<file path="config.mk">
export PLATFORM = sky130hd
export DESIGN_NAME = timestamp_line_range_filter_flat
export DESIGN_NICKNAME = d
export VERILOG_FILES = /design/src/rtl/tlrf_pkg.sv /design/src/rtl/tlrf_char_if.sv /design/src/rtl/tlrf_result_if.sv /design/src/rtl/timestamp_line_range_filter.sv /design/src/rtl/tlrf_front.sv /design/src/rtl/tlrf_queue.sv /design/src/rtl/tlrf_back.sv /design/src/flat_wrapper.sv
export SDC_FILE = /design/constraint.sdc
export NUM_CORES = 2
export LEC_CHECK = 0
export ABC_AREA = 1
export BUFFER_PORTS_ARGS = -buffer_cell sky130_fd_sc_hd__clkbuf_2
export CAP_MARGIN = 20
export CORE_MARGIN = 2
export CORE_UTILIZATION = 41
export CTS_CLUSTER_DIAMETER = 30
export DETAILED_ROUTE_END_ITERATION = 8
export HOLD_SLACK_MARGIN = 0.12
export PLACE_DENSITY = 0.55
export SYNTH_ARGS = -nofsm -noshare
export SYNTH_HDL_FRONTEND = slang
export SYNTH_SLANG_ARGS = --single-unit
</file>
<file path="constraint.sdc">
create_clock -name clk -period 7.4 [get_ports clk]
set_clock_uncertainty 0.15 [all_clocks]
set_input_delay 1.11 -clock clk [delete_from_list [all_inputs] [get_ports clk]]
set_output_delay 1.11 -clock clk [all_outputs]
set_load 0.01 [all_outputs]
</file>
<file path="src/rtl/tlrf_pkg.sv">
// shared types, constants and helpers for the timestamp line range filter
package tlrf_pkg;

	localparam int TIME_BITS   = 38;
	// widest civil time the converter produces (year 9999 fits below 2^38)
	localparam int CIVIL_BITS  = 38;
	localparam int CMP_BITS    = (TIME_BITS > CIVIL_BITS) ? TIME_BITS : CIVIL_BITS;
	localparam logic [TIME_BITS-1:0] TIME_ONES = '1;

	localparam int FIELD_BITS  = 14;
	localparam logic [FIELD_BITS-1:0] FIELD_MAX = 14'd16383;

	localparam int QUEUE_DEPTH = 4;
	localparam int QUEUE_AW    = $clog2(QUEUE_DEPTH);

	// ascii codes
	localparam logic [7:0] CH_LF    = 8'h0A;
	localparam logic [7:0] CH_CR    = 8'h0D;
	localparam logic [7:0] CH_DASH  = 8'h2D;
	localparam logic [7:0] CH_COLON = 8'h3A;
	localparam logic [7:0] CH_T     = 8'h54;
	localparam logic [7:0] CH_ZERO  = 8'h30;
	localparam logic [7:0] CH_NINE  = 8'h39;

	localparam logic [FIELD_BITS-1:0] YEAR_MIN = 14'd1970;
	localparam logic [FIELD_BITS-1:0] YEAR_MAX = 14'd9999;

	// reciprocal multipliers for the constant divides
	localparam logic [12:0] DIV400_MUL   = 13'd5243;
	localparam int          DIV400_SHIFT = 21;
	localparam logic [5:0]  DIV100_MUL   = 6'd41;
	localparam int          DIV100_SHIFT = 12;
	localparam logic [19:0] EPOCH_DAYS   = 20'd719468;

	// configuration register indexes
	typedef logic [0:0] cfg_index_t;
	localparam cfg_index_t CFG_START_TIME = 1'b0;
	localparam cfg_index_t CFG_END_TIME   = 1'b1;

	typedef enum logic [3:0] {
		PH_SEEK,
		PH_YEAR,
		PH_MON0,
		PH_MON,
		PH_DAY0,
		PH_DAY,
		PH_HOUR0,
		PH_HOUR,
		PH_MIN0,
		PH_MIN,
		PH_SEC0,
		PH_SEC,
		PH_TAIL
	} phase_t;

	typedef enum logic [2:0] {
		BK_IDLE,
		BK_ERA,
		BK_YOE,
		BK_PARTS,
		BK_DAYS,
		BK_SECS,
		BK_DONE
	} back_state_t;

	typedef struct packed {
		logic [13:0] year;
		logic [3:0]  month;
		logic [4:0]  day;
		logic [4:0]  hour;
		logic [5:0]  minute;
		logic [5:0]  second;
		logic        valid;
	} line_rec_t;

	typedef struct packed {
		logic full;
		logic empty;
	} queue_stat_t;

	// day of the march-based year on which a month starts
	function automatic logic [8:0] day_offset(input logic [3:0] month);
		logic [8:0] off;
		case (month)
			4'd3:    off = 9'd0;
			4'd4:    off = 9'd31;
			4'd5:    off = 9'd61;
			4'd6:    off = 9'd92;
			4'd7:    off = 9'd122;
			4'd8:    off = 9'd153;
			4'd9:    off = 9'd184;
			4'd10:   off = 9'd214;
			4'd11:   off = 9'd245;
			4'd12:   off = 9'd275;
			4'd1:    off = 9'd306;
			4'd2:    off = 9'd337;
			default: off = 9'd0;
		endcase
		return off;
	endfunction

endpackage

</file>
<file path="src/rtl/tlrf_char_if.sv">
// byte stream channel
interface tlrf_char_if;
	logic       valid;
	logic       ready;
	logic [7:0] char_in;

	modport source (output valid, output char_in, input ready);
	modport sink (input valid, input char_in, output ready);
endinterface

</file>
<file path="src/rtl/tlrf_result_if.sv">
// per-line result channel
interface tlrf_result_if;
	import tlrf_pkg::*;

	logic                 valid;
	logic                 ready;
	logic [TIME_BITS-1:0] line_time;
	logic                 time_valid;
	logic                 keep_line;
	logic                 end_reached;

	modport source (output valid, output line_time, output time_valid,
		output keep_line, output end_reached, input ready);
	modport sink (input valid, input line_time, input time_valid,
		input keep_line, input end_reached, output ready);
endinterface

</file>
<file path="src/rtl/timestamp_line_range_filter.sv">
// top level: configuration registers, parser, record queue and time converter
// one byte accepted per cycle while the four-entry record queue has room
// a result is registered in the done state after the record of its line is popped
// one line at a time passes the sequencer states, which bounds the line rate
// reset clears the parser, queue, sequencer, stop flag and both bounds to zero
// lines that arrive after a line passes the end bound give no result until reset
module timestamp_line_range_filter (
	input  logic                           clk,
	input  logic                           arst_n,
	tlrf_char_if.sink                      chars,
	tlrf_result_if.source                  results,
	input  logic                           cfg_wr_en,
	input  tlrf_pkg::cfg_index_t           cfg_index,
	input  logic [tlrf_pkg::TIME_BITS-1:0] cfg_wdata
);
	import tlrf_pkg::*;

	logic [TIME_BITS-1:0] start_time_q;
	logic [TIME_BITS-1:0] end_time_q;

	logic        push;
	line_rec_t   push_rec;
	logic        pop;
	line_rec_t   head;
	queue_stat_t q_stat;

	always_ff @(posedge clk or negedge arst_n) begin
		if (!arst_n) begin
			start_time_q <= '0;
			end_time_q   <= '0;
		end else if (cfg_wr_en) begin
			case (cfg_index)
				CFG_START_TIME: start_time_q <= cfg_wdata;
				CFG_END_TIME:   end_time_q   <= cfg_wdata;
				default:        start_time_q <= start_time_q;
			endcase
		end
	end

	tlrf_front u_front (
		.clk      (clk),
		.arst_n   (arst_n),
		.chars    (chars),
		.q_stat   (q_stat),
		.push     (push),
		.push_rec (push_rec)
	);

	tlrf_queue u_queue (
		.clk      (clk),
		.arst_n   (arst_n),
		.push     (push),
		.push_rec (push_rec),
		.pop      (pop),
		.head     (head),
		.stat     (q_stat)
	);

	tlrf_back u_back (
		.clk        (clk),
		.arst_n     (arst_n),
		.q_stat     (q_stat),
		.head       (head),
		.pop        (pop),
		.start_time (start_time_q),
		.end_time   (end_time_q),
		.results    (results)
	);

endmodule

</file>
<file path="src/rtl/tlrf_front.sv">
// byte parser: parses the stamp fields, pushes one record per line that has a digit
module tlrf_front (
	input  logic                   clk,
	input  logic                   arst_n,
	tlrf_char_if.sink              chars,
	input  tlrf_pkg::queue_stat_t  q_stat,
	output logic                   push,
	output tlrf_pkg::line_rec_t    push_rec
);
	import tlrf_pkg::*;

	phase_t                phase_q, phase_n;
	logic [FIELD_BITS-1:0] field_q, field_n;
	logic [13:0]           year_q, year_n;
	logic [3:0]            month_q, month_n;
	logic [4:0]            day_q, day_n;
	logic [4:0]            hour_q, hour_n;
	logic [5:0]            minute_q, minute_n;
	logic [5:0]            second_q, second_n;
	logic                  bad_q, bad_n;
	logic                  in_line_q, in_line_n;

	logic                  accept;
	logic                  is_digit;
	logic                  is_eol;
	logic [17:0]           take_sum;
	logic [FIELD_BITS-1:0] take_val;
	logic                  field_bad;
	logic                  sep_ok;
	logic                  do_close;

	assign chars.ready = !q_stat.full;
	assign accept      = chars.valid && chars.ready;
	assign is_digit    = (chars.char_in >= CH_ZERO) && (chars.char_in <= CH_NINE);
	assign is_eol      = (chars.char_in == CH_LF) || (chars.char_in == CH_CR);

	assign take_sum = 18'(field_q) * 18'd10 + 18'(chars.char_in[3:0]);
	assign take_val = (take_sum > 18'(FIELD_MAX)) ? FIELD_MAX : take_sum[FIELD_BITS-1:0];

	always_comb begin
		case (phase_q)
			PH_YEAR: field_bad = (field_q < YEAR_MIN) || (field_q > YEAR_MAX);
			PH_MON:  field_bad = (field_q < 14'd1) || (field_q > 14'd12);
			PH_DAY:  field_bad = (field_q < 14'd1) || (field_q > 14'd31);
			PH_HOUR: field_bad = field_q > 14'd23;
			PH_MIN:  field_bad = field_q > 14'd59;
			default: field_bad = field_q > 14'd60;
		endcase
	end

	assign sep_ok = ((phase_q == PH_YEAR) && (chars.char_in == CH_DASH))
		|| ((phase_q == PH_MON) && (chars.char_in == CH_DASH))
		|| ((phase_q == PH_DAY) && (chars.char_in == CH_T))
		|| ((phase_q == PH_HOUR) && (chars.char_in == CH_COLON))
		|| ((phase_q == PH_MIN) && (chars.char_in == CH_COLON));

	// next state
	always_comb begin
		phase_n   = phase_q;
		field_n   = field_q;
		year_n    = year_q;
		month_n   = month_q;
		day_n     = day_q;
		hour_n    = hour_q;
		minute_n  = minute_q;
		second_n  = second_q;
		bad_n     = bad_q;
		in_line_n = in_line_q;
		do_close  = 1'b0;
		if (accept) begin
			if (!in_line_q) begin
				if (is_digit) begin
					in_line_n = 1'b1;
					phase_n   = PH_YEAR;
					field_n   = FIELD_BITS'(chars.char_in[3:0]);
				end
			end else if (!is_eol) begin
				if (phase_q >= PH_TAIL) begin
					phase_n = phase_q;
				end else if (is_digit) begin
					field_n = take_val;
					// first digit of a field moves on to its digit run
					if (!phase_q[0])
						phase_n = phase_t'(phase_q + 4'd1);
				end else if (phase_q == PH_SEC) begin
					do_close = 1'b1;
					phase_n  = PH_TAIL;
				end else if (sep_ok) begin
					do_close = 1'b1;
					phase_n  = phase_t'(phase_q + 4'd1);
				end else begin
					bad_n   = 1'b1;
					phase_n = PH_TAIL;
				end
			end else begin
				phase_n   = PH_SEEK;
				field_n   = '0;
				bad_n     = 1'b0;
				in_line_n = 1'b0;
			end
		end
		if (do_close) begin
			field_n = '0;
			if (field_bad) begin
				bad_n = 1'b1;
			end else begin
				case (phase_q)
					PH_YEAR: year_n   = field_q;
					PH_MON:  month_n  = field_q[3:0];
					PH_DAY:  day_n    = field_q[4:0];
					PH_HOUR: hour_n   = field_q[4:0];
					PH_MIN:  minute_n = field_q[5:0];
					default: second_n = field_q[5:0];
				endcase
			end
		end
	end

	// outputs: the record of a line goes out on its end-of-line byte
	always_comb begin
		push            = accept && in_line_q && is_eol;
		push_rec.year   = year_q;
		push_rec.month  = month_q;
		push_rec.day    = day_q;
		push_rec.hour   = hour_q;
		push_rec.minute = minute_q;
		push_rec.second = (phase_q == PH_SEC) ? field_q[5:0] : second_q;
		push_rec.valid  = !bad_q && ((phase_q == PH_TAIL)
			|| ((phase_q == PH_SEC) && (field_q <= 14'd60)));
	end

	always_ff @(posedge clk or negedge arst_n) begin
		if (!arst_n) begin
			phase_q   <= PH_SEEK;
			field_q   <= '0;
			bad_q     <= 1'b0;
			in_line_q <= 1'b0;
		end else begin
			phase_q   <= phase_n;
			field_q   <= field_n;
			bad_q     <= bad_n;
			in_line_q <= in_line_n;
		end
	end

	always_ff @(posedge clk) begin
		year_q   <= year_n;
		month_q  <= month_n;
		day_q    <= day_n;
		hour_q   <= hour_n;
		minute_q <= minute_n;
		second_q <= second_n;
	end

endmodule

</file>
<file path="src/rtl/tlrf_queue.sv">
// short record queue between the parser and the time converter
module tlrf_queue (
	input  logic                   clk,
	input  logic                   arst_n,
	input  logic                   push,
	input  tlrf_pkg::line_rec_t    push_rec,
	input  logic                   pop,
	output tlrf_pkg::line_rec_t    head,
	output tlrf_pkg::queue_stat_t  stat
);
	import tlrf_pkg::*;

	line_rec_t           ent_q [QUEUE_DEPTH];
	logic [QUEUE_AW-1:0] wr_ptr_q;
	logic [QUEUE_AW-1:0] rd_ptr_q;
	logic [QUEUE_AW:0]   count_q;

	assign head       = ent_q[rd_ptr_q];
	assign stat.full  = count_q == (QUEUE_AW+1)'(QUEUE_DEPTH);
	assign stat.empty = count_q == '0;

	always_ff @(posedge clk or negedge arst_n) begin
		if (!arst_n) begin
			wr_ptr_q <= '0;
			rd_ptr_q <= '0;
			count_q  <= '0;
		end else begin
			if (push)
				wr_ptr_q <= wr_ptr_q + QUEUE_AW'(1);
			if (pop)
				rd_ptr_q <= rd_ptr_q + QUEUE_AW'(1);
			case ({push, pop})
				2'b10:   count_q <= count_q + (QUEUE_AW+1)'(1);
				2'b01:   count_q <= count_q - (QUEUE_AW+1)'(1);
				default: count_q <= count_q;
			endcase
		end
	end

	always_ff @(posedge clk) begin
		if (push)
			ent_q[wr_ptr_q] <= push_rec;
	end

endmodule

</file>
<file path="src/rtl/tlrf_back.sv">
// time converter: days-from-civil sequencer, range compares and result register
module tlrf_back (
	input  logic                           clk,
	input  logic                           arst_n,
	input  tlrf_pkg::queue_stat_t          q_stat,
	input  tlrf_pkg::line_rec_t            head,
	output logic                           pop,
	input  logic [tlrf_pkg::TIME_BITS-1:0] start_time,
	input  logic [tlrf_pkg::TIME_BITS-1:0] end_time,
	tlrf_result_if.source                  results
);
	import tlrf_pkg::*;

	back_state_t          state_q, state_n;
	logic                 load_out;

	line_rec_t            rec_q;
	logic [13:0]          y_q;
	logic [5:0]           era_q;
	logic [8:0]           doy_q;
	logic [16:0]          hms_q;
	logic [8:0]           yoe_q;
	logic [17:0]          yoe365_q;
	logic [2:0]           cent_q;
	logic [6:0]           quad_q;
	logic [22:0]          era_days_q;
	logic [22:0]          days_q;
	logic [CIVIL_BITS-1:0] t_q;

	logic                 out_valid_q;
	logic                 stopped_q;
	logic [TIME_BITS-1:0] out_time_q;
	logic                 out_tvalid_q;
	logic                 out_keep_q;
	logic                 out_end_q;

	logic [13:0]          y_c;
	logic [26:0]          era_prod;
	logic [13:0]          yoe_wide;
	logic [14:0]          cent_prod;
	logic [39:0]          secs_prod;
	logic                 t_ok;
	logic [TIME_BITS-1:0] t_fin;
	logic                 endr;
	logic                 keep;

	// march-based year: jan and feb belong to the year before
	assign y_c      = rec_q.year - ((rec_q.month <= 4'd2) ? 14'd1 : 14'd0);
	assign era_prod = 27'(y_c) * 27'(DIV400_MUL);
	assign yoe_wide = y_q - 14'(era_q) * 14'd400;
	assign cent_prod = 15'(yoe_q) * 15'(DIV100_MUL);
	assign secs_prod = 40'(days_q) * 40'd86400 + 40'(hms_q);

	assign t_ok  = rec_q.valid && (CMP_BITS'(t_q) < CMP_BITS'(TIME_ONES));
	assign t_fin = t_ok ? TIME_BITS'(t_q) : TIME_ONES;
	assign endr  = (end_time != '0) && (t_fin > end_time);
	assign keep  = !endr && (start_time < t_fin);

	// next state
	always_comb begin
		state_n = state_q;
		case (state_q)
			BK_IDLE:  if (!q_stat.empty) state_n = BK_ERA;
			BK_ERA:   state_n = BK_YOE;
			BK_YOE:   state_n = BK_PARTS;
			BK_PARTS: state_n = BK_DAYS;
			BK_DAYS:  state_n = BK_SECS;
			BK_SECS:  state_n = BK_DONE;
			BK_DONE:  if (stopped_q || !out_valid_q || results.ready) state_n = BK_IDLE;
			default:  state_n = BK_IDLE;
		endcase
	end

	// outputs
	always_comb begin
		pop      = (state_q == BK_IDLE) && !q_stat.empty;
		load_out = (state_q == BK_DONE) && !stopped_q && (!out_valid_q || results.ready);
	end

	always_ff @(posedge clk or negedge arst_n) begin
		if (!arst_n) begin
			state_q     <= BK_IDLE;
			out_valid_q <= 1'b0;
			stopped_q   <= 1'b0;
		end else begin
			state_q <= state_n;
			if (load_out)
				out_valid_q <= 1'b1;
			else if (results.ready)
				out_valid_q <= 1'b0;
			// once a line passes the end bound every later line is dropped
			if (load_out && endr)
				stopped_q <= 1'b1;
		end
	end

	always_ff @(posedge clk) begin
		if (pop)
			rec_q <= head;
		if (state_q == BK_ERA) begin
			y_q   <= y_c;
			era_q <= era_prod[DIV400_SHIFT+5:DIV400_SHIFT];
			doy_q <= day_offset(rec_q.month) + 9'(rec_q.day) - 9'd1;
			hms_q <= 17'(rec_q.hour) * 17'd3600 + 17'(rec_q.minute) * 17'd60
				+ 17'(rec_q.second);
		end
		if (state_q == BK_YOE)
			yoe_q <= yoe_wide[8:0];
		if (state_q == BK_PARTS) begin
			yoe365_q   <= 18'(yoe_q) * 18'd365;
			cent_q     <= cent_prod[DIV100_SHIFT+2:DIV100_SHIFT];
			quad_q     <= yoe_q[8:2];
			era_days_q <= 23'(era_q) * 23'd146097;
		end
		if (state_q == BK_DAYS)
			days_q <= era_days_q + 23'(yoe365_q) + 23'(quad_q) - 23'(cent_q)
				+ 23'(doy_q) - 23'(EPOCH_DAYS);
		if (state_q == BK_SECS)
			t_q <= secs_prod[CIVIL_BITS-1:0];
		if (load_out) begin
			out_time_q   <= t_fin;
			out_tvalid_q <= t_ok;
			out_keep_q   <= keep;
			out_end_q    <= endr;
		end
	end

	assign results.valid       = out_valid_q;
	assign results.line_time   = out_time_q;
	assign results.time_valid  = out_tvalid_q;
	assign results.keep_line   = out_keep_q;
	assign results.end_reached = out_end_q;

endmodule

</file>
<file path="src/flat_wrapper.sv">
// flat-port wrapper written by rule: the top's interface ports become plain ports
module timestamp_line_range_filter_flat import tlrf_pkg::*;
  (clk, arst_n, cfg_wr_en, cfg_index, cfg_wdata, chars_valid, chars_char_in, chars_ready, results_valid, results_line_time, results_time_valid, results_keep_line, results_end_reached, results_ready);
  tlrf_char_if chars_i ();
  tlrf_result_if results_i ();
  input  logic clk;
  input  logic arst_n;
  input  logic cfg_wr_en;
  input  tlrf_pkg::cfg_index_t cfg_index;
  input  logic [tlrf_pkg::TIME_BITS-1:0] cfg_wdata;
  input wire logic [$bits(chars_i.valid)-1:0] chars_valid;
  input wire logic [$bits(chars_i.char_in)-1:0] chars_char_in;
  output wire logic [$bits(chars_i.ready)-1:0] chars_ready;
  output wire logic [$bits(results_i.valid)-1:0] results_valid;
  output wire logic [$bits(results_i.line_time)-1:0] results_line_time;
  output wire logic [$bits(results_i.time_valid)-1:0] results_time_valid;
  output wire logic [$bits(results_i.keep_line)-1:0] results_keep_line;
  output wire logic [$bits(results_i.end_reached)-1:0] results_end_reached;
  input wire logic [$bits(results_i.ready)-1:0] results_ready;
  assign chars_i.valid = chars_valid;
  assign chars_i.char_in = chars_char_in;
  assign chars_ready = chars_i.ready;
  assign results_valid = results_i.valid;
  assign results_line_time = results_i.line_time;
  assign results_time_valid = results_i.time_valid;
  assign results_keep_line = results_i.keep_line;
  assign results_end_reached = results_i.end_reached;
  assign results_i.ready = results_ready;
  timestamp_line_range_filter u_core (.clk(clk), .arst_n(arst_n), .chars(chars_i), .results(results_i), .cfg_wr_en(cfg_wr_en), .cfg_index(cfg_index), .cfg_wdata(cfg_wdata));
endmodule
</file>
==> flow_summary.ini <==
[final_layout]
nets = 5104
regArea_sq_um = 16160
final_common_cell = inv_1
multi_input_area_sq_um = 20330
utilization_pct = 48.58
antennaDiodeCount = 0
final_cells = 5691
final_cell_mix = inv_1 (886), ha_1 (543), nand2_1 (537)
drive_above_1_share_pct = 9.332
areaGrowthSynthToFinish_pct = 17.53
fillers = 8985

[routing]
routed_via_density = 4.812
drc = 0
vias = 27390
drt_iter0_drc = 1373
dr.pass1.iters = 7
antenna_left = 0
drt_wl_total_mm = 86.71
wire_per_inst_um = 15.24

[logic_synthesis]
synth_seq_cells = 556
synth-adder-area-share_pct = 27.05
synth_compound_area_share_pct = 8.129
yosysSeqAreaShare_pct = 40.48
synth_edf_count = 448
ys.flop_type = edfxtp_1
synth_top_family_by_area = adder cells
ys_top_cells_by_area = edfxtp_1 (34%), ha_1 (17%), fa_1 (10%)
synthArstFlopShare_pct = 19.42
yosys.area_share.simple_pct = 11.90
ys_warn_count = 0
synth.area.mux_share_pct = 0
syn_area_sq_um = 39910
synth_top_area_share_pct = 33.71
syn_area_per_cell_sq_um = 9.715
synth.distinct_cells = 54
syn-num-nets = 4903
synth_cells = 4108
synthXorXnorAreaFrac_pct = 3.539
yosysTopAreaCell = edfxtp_1

[sta]
max_slew_margin_pct = 34.75
holdWs_ns = 0.2439
min_period_ns = 6.919
tightestPinTransition_ns = 0.9752
setup_violations = 0
maxSlewViolCount = 0
period_share_pct = 93.50
fmax_ghz = 0.1445
hold_viol = 0
rsz0062_at_grt = true

[global_routing]
grt-ovfl-total = 0
busiest_layer = met2
grt_pass1_wl_mm = 141.7
met3_usage_pct = 3.234
grt.total_usage_pct = 17.91
use_met2_pct = 30.51
grt_max_degree = 77
antenna_found_initial = 2
grtUsageMet1_pct = 22.95
grt_pass1_vias = 27680

[clock_network]
cts-buffers-inserted = 132
clockBufferDepth = 3
cts-root-buf = clkbuf_16
clock_sinks = 556
htree_levels = 4
clkLatencyLatePin_ns = 0.71
clkSlewWorstSetupHoldPaths_ns = 0.04
cts_tree = built

[floorplanning]
fp.dieH_um = 316
die_area_sq_um = 99860
die_w_um = 316
io-pin-count = 95
core-area_sq_um = 96570
fp-row-count = 114
start_util_pct = 41.33

[place]
place_hpwl_mm = 66.03
place.port_buffers = 94
gp_congestion = 0.8461
dp_cells = 5448

[critical_path]
r2r_start = u_core.u_back.rec_q[23]
reg2reg_slack_ns = 0.48
cp.arrival_ns = 7.19
endpoint_kind = register
start_kind = register
crit_fanout = 4
required_ns = 7.67
critPathKind = reg2reg
critical_path.most_common_cell = inv_1
r2r_end = u_core.u_back.era_q[4]
cpMaxStageDelayCell = fa_1
ff2ff_path_depth = 35
cp_slowest_stage_delay_ns = 0.55

[job]
maxCapViolCount = 0

[min_path]
min_path_type = reg2reg
hold_start = u_core.u_back.y_q[2]
worstHoldPathCells = 0
min_to = u_core.u_back.yoe_q[2]

[outcome]
status = finished, final reports clean
==> metrics by stage <==
step                      setup WS (ns)  TNS [ns]  cell area [sq um]
after floorplan                  0.5714         0              39910
after global placement          0.08798         0              42010
after detailed placement       -0.03084  -0.03084              42010
after CTS                        0.1138         0              46820
after global routing           -0.07985   -0.1246              46910
final                            0.4810         0              46910
==> worst max path at each step <==
| stage | start | to | slack (ns) | depth (start not counted) |
|---|---|---|---|---|
| finish | u_core.u_back.rec_q[23] | u_core.u_back.era_q[4] | 0.48 | 35 |
| global route | u_core.u_back.rec_q[23] | u_core.u_back.era_q[5] | -0.08 | 35 |
| CTS | u_core.u_back.rec_q[23] | u_core.u_back.era_q[4] | 0.11 | 36 |
| detailed placement | u_core.u_back.rec_q[23] | u_core.u_back.era_q[4] | -0.03 | 36 |
| global placement | u_core.u_back.rec_q[23] | u_core.u_back.era_q[4] | 0.09 | 36 |
| floorplan | u_core.u_back.rec_q[23] | u_core.u_back.era_q[4] | 0.57 | 34 |
==> worst max-delay path, delay by kind of cell (launching register included) <==
kind                       cells  cell delay (ns)
AOI/OAI and AO/OA              2             0.26
xor gates and xnor gates       2             0.34
adders and majority gates      8             2.99
buffers and inverters         10             0.76
DFF                            1             0.41
and+or+nand+nor               13             1.74
==> synth_stat cells, drive strengths merged, types with 2 or more instances <==
| cell type | number |
|---|---|
| a21boi | 5 |
| edfxtp | 448 |
| xor2 | 101 |
| a21o | 11 |
| nor4 | 20 |
| nor3 | 36 |
| inv | 891 |
| fa | 200 |
| o211ai | 8 |
| o22ai | 48 |
| and3 | 2 |
| o21a | 9 |
| nand2 | 552 |
| o21ai | 265 |
| and2 | 2 |
| a211o | 2 |
| o31ai | 6 |
| o21bai | 7 |
| a21oi | 202 |
| nor2 | 335 |
| nand4 | 48 |
| a221oi | 2 |
| ha | 543 |
| o2111ai | 4 |
| clkbuf | 47 |
| dfrtp | 108 |
| nor3b | 4 |
| a211oi | 5 |
| buf | 4 |
| a31oi | 8 |
| nand3 | 112 |
| or2 | 2 |
| xnor2 | 56 |
| o221ai | 4 |
| nand3b | 7 |
==> routing by layer <==
metal	vias to the layer above	part of all wire (%)
li1	13960	-
met1	12920	46
met2	361	48
met3	147	3.2
met4	2	2.6
met5	-	0.015
==> state kept, by name (all words and copies together), names as in the netlist, 6 cells and up <==
name	cells
u_core.u_back.era_days_q	23
u_core.u_queue.ent_q	164
u_core.u_back.era_q	6
u_core.u_back.hms_q	17
u_core.u_back.yoe_q	9
u_core.u_back.doy_q	9
u_core.u_back.yoe365_q	18
u_core.u_back.days_q	23
u_core.end_time_q	38
u_core.u_front.second_q	6
u_core.u_back.quad_q	7
u_core.u_back.t_q	38
u_core.u_front.year_q	14
u_core.u_front.minute_q	6
u_core.u_back.rec_q	41
u_core.start_time_q	38
u_core.u_back.results.line_time	38
u_core.u_front.field_q	14
u_core.u_back.y_q	9
==> timing repair <==
action	in CTS	in global routing
endpoints found under the setup margin	1	6
gates resized for setup	1	9
pin swaps	0	2
buffers inserted	0	2
hold buffers	0	0
==> cells by family (layout without fill, tap and decap cells) <==
group	Yosys count	in the layout
compound gates	590	590
flops	556	556
fa+ha+maj	743	743
simple gates	1120	1120
xor+xnor	157	157
buf+inv	942	1249
==> final cells by class <==
cell class / count / share of cell area, %
flip-flops and latches: 556 / 34.45
repair buffers: 118 / 1.435
clock inverters: 96 / 2.939
multi-input cells: 2610 / 43.33
well taps: 1276 / 3.403
clock buffers: 144 / 7.316
inverters: 891 / 7.130
Power is not shown: default switching activity piles up to over one toggle a cycle in this logic, so the estimate is an artifact.
